`src/tti_pkg.sv`:
```
package tti_pkg;

	localparam int TABLE_DEPTH   = 256;
	localparam int SAMPLE_BITS   = 12;
	localparam int FRACTION_BITS = 8;

	// fixed field widths
	localparam int OP_W          = 1;
	localparam int ENTRY_INDEX_W = 8;
	localparam int ENTRY_VALUE_W = 12;
	localparam int SAMPLE_W      = 12;
	localparam int STATUS_W      = 3;
	localparam int TEMP_W        = 16;
	localparam int THRESH_W      = 12;
	localparam int COUNT_W       = 9;
	localparam int BASE_W        = 8;
	localparam int REG_INDEX_W   = 2;
	localparam int CFG_DATA_W    = 12;

	// derived widths
	localparam int IDX_W     = $clog2(TABLE_DEPTH);
	localparam int PTR_W     = IDX_W + 1;
	localparam int NUM_W     = SAMPLE_BITS + FRACTION_BITS;
	localparam int DIFF_W    = SAMPLE_BITS + 1;
	localparam int BM_W      = ((BASE_W > IDX_W + 1) ? BASE_W : IDX_W + 1) + 1;
	localparam int ACC_W     = (((BM_W + FRACTION_BITS) > (NUM_W + 1)) ?
	                            (BM_W + FRACTION_BITS) : (NUM_W + 1)) + 1;
	localparam int DIV_CNT_W = $clog2(NUM_W + 1);

	localparam int TEMP_MAX = 32767;
	localparam int TEMP_MIN = -32768;

	localparam logic [THRESH_W-1:0]      SHORT_RESET = 12'd20;
	localparam logic [THRESH_W-1:0]      OPEN_RESET  = 12'd4090;
	localparam logic [COUNT_W-1:0]       COUNT_RESET = 9'd161;
	localparam logic signed [BASE_W-1:0] BASE_RESET  = -8'sd40;

	typedef enum logic [OP_W-1:0] {
		OP_LOAD    = 1'b0,
		OP_CONVERT = 1'b1
	} op_t;

	typedef enum logic [STATUS_W-1:0] {
		ST_OK    = 3'd0,
		ST_SHORT = 3'd1,
		ST_OPEN  = 3'd2,
		ST_ABOVE = 3'd3,
		ST_BELOW = 3'd4
	} status_t;

	typedef enum logic [REG_INDEX_W-1:0] {
		REG_SHORT = 2'd0,
		REG_OPEN  = 2'd1,
		REG_COUNT = 2'd2,
		REG_BASE  = 2'd3
	} reg_index_t;

	typedef enum logic [2:0] {
		S_IDLE,
		S_ENDS_RD,
		S_ENDS_CHK,
		S_SRCH_RD,
		S_SRCH_CHK,
		S_DIV,
		S_FINISH,
		S_DONE
	} state_t;

	typedef struct packed {
		logic                   start;
		logic [NUM_W-1:0]       dividend;
		logic [SAMPLE_BITS-1:0] divisor;
	} div_ctl_t;

	typedef struct packed {
		logic             busy;
		logic             done;
		logic [NUM_W-1:0] quotient;
	} div_sts_t;

endpackage

```
`src/tti_div.sv`:
```
// restoring divider, one quotient bit per cycle
module tti_div (
	input  logic              clk,
	input  logic              arst_n,
	input  tti_pkg::div_ctl_t ctl,
	output tti_pkg::div_sts_t sts
);

	logic [tti_pkg::SAMPLE_BITS-1:0] rem_q;
	logic [tti_pkg::SAMPLE_BITS-1:0] dvs_q;
	logic [tti_pkg::NUM_W-1:0]       quot_q;
	logic [tti_pkg::DIV_CNT_W-1:0]   cnt_q;
	logic                            busy_q;
	logic                            done_q;

	logic [tti_pkg::SAMPLE_BITS:0]   trial;
	logic                            fits;
	logic [tti_pkg::SAMPLE_BITS-1:0] rem_nxt;

	always_comb begin
		trial   = {rem_q, quot_q[tti_pkg::NUM_W-1]};
		fits    = (trial >= {1'b0, dvs_q});
		rem_nxt = fits ? tti_pkg::SAMPLE_BITS'(trial - {1'b0, dvs_q})
		               : trial[tti_pkg::SAMPLE_BITS-1:0];
	end

	always_ff @(posedge clk or negedge arst_n) begin
		if (!arst_n) begin
			busy_q <= 1'b0;
			done_q <= 1'b0;
			cnt_q  <= '0;
		end else begin
			done_q <= 1'b0;
			if (ctl.start) begin
				busy_q <= 1'b1;
				cnt_q  <= tti_pkg::DIV_CNT_W'(tti_pkg::NUM_W);
			end else if (busy_q) begin
				cnt_q <= cnt_q - 1'b1;
				if (cnt_q == tti_pkg::DIV_CNT_W'(1)) begin
					busy_q <= 1'b0;
					done_q <= 1'b1;
				end
			end
		end
	end

	always_ff @(posedge clk) begin
		if (ctl.start) begin
			rem_q  <= '0;
			dvs_q  <= ctl.divisor;
			quot_q <= ctl.dividend;
		end else if (busy_q) begin
			rem_q  <= rem_nxt;
			quot_q <= {quot_q[tti_pkg::NUM_W-2:0], fits};
		end
	end

	assign sts.busy     = busy_q;
	assign sts.done     = done_q;
	assign sts.quotient = quot_q;

endmodule

```
`config.mk`:
```
export PLATFORM = sky130hd
export DESIGN_NAME = tti_div
export DESIGN_NICKNAME = d
export VERILOG_FILES = /design/src/tti_pkg.sv /design/src/tti_div.sv
export SDC_FILE = /design/constraint.sdc
export NUM_CORES = 1
export LEC_CHECK = 0
export ABC_AREA = 1
export BUFFER_PORTS_ARGS = -buffer_cell sky130_fd_sc_hd__buf_2
export CAP_MARGIN = 25
export CORE_UTILIZATION = 35
export DETAILED_ROUTE_END_ITERATION = 8
export PLACE_DENSITY_LB_ADDON = 0.05
export SYNTH_ARGS = -nofsm -noshare
export SYNTH_HDL_FRONTEND = slang
export SYNTH_SLANG_ARGS = --single-unit
```
`constraint.sdc`:
```
create_clock -name clk -period 3 [get_ports clk]
set_clock_uncertainty 0.15 [all_clocks]
set_input_delay 0.3 -clock clk [delete_from_list [all_inputs] [get_ports clk]]
set_output_delay 0.3 -clock clk [all_outputs]
set_load 0.01 [all_outputs]
```
==> results by group <==
Route
  – Antenna Nets Post-Route: 0
  – Final wirelength: just under 7 mm
  – Vias post-DR: approximately 2,500
  – Detailed Routing Iterations Pass 1: 4
  – DR WL/cell: 12.6 um
  – Residual DRC: 0
  – Avg Vias per Cell: 4.64
  – DRT iter0 DRCs: 119

Critical path
  – Critical-path top delay cell: fa_1
  – Crit-path max FO: 3
  – Crit. Startpoint: quot_q[19]
  – Most used cell, CP: nand3_1
  – CP bufs+invs: 2
  – Top delay family on crit path: adder cells
  – CP Capture Point: rem_q[6]
  – Largest stage delay, worst path: 410 ps
  – Setup slack, reg-to-reg: around 820 ps
  – CP Launch Type: flop
  – Req. time, crit path: between 3000 and 4000 ps
  – Critical-path cell list: inv_1 > ha_1 > fa_1 > inv_1 > nand3_1 > nand3_1 > nand2_1 > a21boi_0 > o21ai_0 > nand3_1 > nand2_1
  – Worst setup path class: reg -> reg
  – Crit path DAT: about 2300 ps
  – CP Depth: 11
  – FF-to-FF End: rem_q[6]
  – R2R cell count: 11
  – R2R Path Start: quot_q[19]
  – Nature of the critical path endpoint: flop

Hold path
  – Worst hold stages: 1
  – Worst min path class: in -> reg

Floorplan
  – Starting Density: 36.1%
  – Total die area: 8790 sq um
  – Die Wd: ~94 um
  – Core Area: around 8000 sq um
  – Die Y: 93.8 um
  – Number of I/O pins: 57
  – FP Rows: 33

Clock tree
  – Post-CTS resize count: 0
  – CTS tree: yes
  – H-tree Lvls: 2
  – Root Driver: clkbuf_8
  – Clk sink count: 51
  – CTS Buf Count: 5
  – Clk_lat worst skew: 310 ps
  – CTS Buffer Depth: 2
  – CTS clock-pin slew for the worst setup and hold paths: approximately 100 ps

Global routing
  – Via count of the first global-routing pass: 2,452
  – Initial antenna violation count: 0
  – Met3 GRT Util: 3.32%
  – Top Usage Layer GRT: met2
  – Pin count of the biggest net entering global routing: 25
  – Routing usage on met2: around 27%
  – Total GRT Usage: 16.8%
  – Global-route wire length before repair: approximately 11 mm
  – Met1 Use GR: 22.6%
  – Gr ovfl total: 0

STA
  – TNS Setup: 0 ps
  – Final Cycle Share: 72.8%
  – Max Transition Viols Final: 0
  – F_max: about 0.46 GHz
  – RSZ-0062 raised after global routing: no
  – Least-Margin Pin Slew: between 700 and 800 ps
  – Slew HR: 51.4%
  – Final hold vios: 0
  – Endpoints failing setup: 0
  – Crit path time final: 2180 ps

Power
  – Flop pwr share: 36.5%
  – Fraction of power consumed by the clock network: 18.8%
  – Pleak: between 1.5 and 2 nW
  – Sw Share: 40.6%
  – Power Dens Cells: 758 nW/um^2
  – Logic pwr share: 44.6%
  – Design Power: 2.65 mW
  – Worst vdd ir: between 0.0002 and 0.0003 V
  – P_int: 1.57 mW
  – Net Sw Power: 1.08 mW

Synth
  – Most used flip-flop cell after synthesis: edfxtp_1
  – Synth warn: 0
  – Most common cell in the netlist: nand2_1
  – Top cell type's share of synthesized area: 32.6%
  – Synth Register Bits: 51
  – Dominant cell type by area after synthesis: edfxtp_1
  – Unique cell type count in the Yosys netlist: 31
  – Synth top cells by count: nand2_1 (143), inv_1 (57), edfxtp_1 (32)
  – Syn_area_per_cell: 7.95 sq um
  – Post-synth EDFFs: 32
  – Gate Count Post-Synth: 371
  – Synth Net Count: approximately 420
  – Async set or reset register ratio after synthesis: 13.7%
  – Post-Syn Area: 2950 sq um
  – Register area share after synthesis: 46.7%
  – Synth top area cells: edfxtp_1 (33%), nand2_1 (18%), dfxtp_1 (8.1%)

Outcome
  – Status: complete, no violations

Layout
  – Final Cell Area: 3490 sq um
  – Area growth, synth to finish: 18.5%
  – NumNets Final: 482
  – N_diodes: 0
  – Share of layout cells above drive strength 1: 19.9%
  – Area of the multi-input gates: 1280 sq um
  – Fillers: 874
  – FF/Latch Area: 1380 sq um

Placement
  – IO Port Bufs: 56
  – Gpl congestion: 0.873
  – Placed Area: 3330 sq um
  – Post-DP HPWL: 5.07 mm

Run
  – Max_cap viols: 0
[worst register-to-register path, delay by kind of cell (launching register included)]
kind,cells,cell delay [ps]
DFF,1,370
and+or+nand+nor,5,490
AOI/OAI and AO/OA,2,240
buffers and inverters,2,200
adders and majority gates,2,650
[per-layer routing]
metal  routed length, um  share of wire, %
met5                   0                 0
met4                 102               1.5
met1                3370                50
met3                 257               3.8
met2                3040                45
[registers in the layout (all words and copies together) (netlist names)]
signal	cells
quot_q	20
dvs_q	12
rem_q	12
cnt_q	5
busy_q	1
done_q	1
[metrics by stage]
stage	utilization [%]	worst slack (ps)	hold WS, ps	cells
after floorplan	-	1060	-146	371
after detailed placement	40.7	817	-5.02	525
after CTS	42.6	799	1.79	537
after global placement	40.7	815	-5.57	525
final	42.7	815	11.1	538
after global routing	42.7	632	0.328	538
[area by class of cell]
cell class                 count  share of cell area (%)
clock inverter                 3                    1.25
timing repair buffer          66                    10.5
multi-input combinational    249                    36.7
inverter                      59                    6.34
clock buffer                   5                    1.97
tap                          105                    3.76
sequential                    51                    39.4
[repair_timing]
item                       CTS  global route
setup buffers                0             0
hold endpoints to repair    10             1
hold buffers                 4             1
setup endpoints to repair    0             0
[power by group through the flow]
stage               sequential [mW]  clock (mW)  combinational, mW
finish                        0.968       0.498               1.18
global route                  0.990       0.539               1.35
CTS                           0.968       0.517               1.20
detailed placement            0.981           0               1.19
global placement              0.982           0               1.20
floorplan                     0.979           0              0.898
[cell families (layout without fill, tap and decap cells)]
family,after synthesis,count (layout),share of synthesized area [%]
adders and majority gates,15,15,6.62
buffers and inverters,71,133,9.80
xor gates and xnor gates,5,5,1.49
and+or+nand+nor,216,216,32.7
DFF,51,51,46.7
AOI/OAI and AO/OA,13,13,2.72
[layout by cell type, fill, tap and decap left out]
cell	instances
edfxtp_1	32
nor3_2	2
o22ai_1	1
clkinv_2	1
nand3b_1	1
inv_1	57
fa_1	1
buf_4	5
nor2_1	17
ha_1	14
inv_2	2
nor3_1	1
nor4_1	1
o21ai_0	6
nand3_4	1
a21boi_0	1
xnor2_1	4
nor2_2	2
buf_2	56
a21oi_1	4
nand4_1	15
dfxtp_1	12
dfrtp_1	7
a21oi_4	1
nand3_1	24
clkinv_4	1
dlygate4sd3_1	5
nand2_2	3
xor2_1	1
nand2_1	143
nand3_2	5
nor2_4	1
bufinv_16	1
clkbuf_8	5
[how the worst min path moves through the flow]
stage | slack [ps] | endpoint | from
2_1_floorplan | -150 | busy_q | arst_n
6_report | 10 | dvs_q[8] | ctl[8]
4_1_cts | 2 | dvs_q[10] | ctl[10]
3_3_place_gp | -6 | cnt_q[4] | arst_n
5_1_grt | 0.3 | dvs_q[8] | ctl[8]
3_5_place_dp | -5 | cnt_q[4] | arst_n
Power figures use the tool's default switching activity.
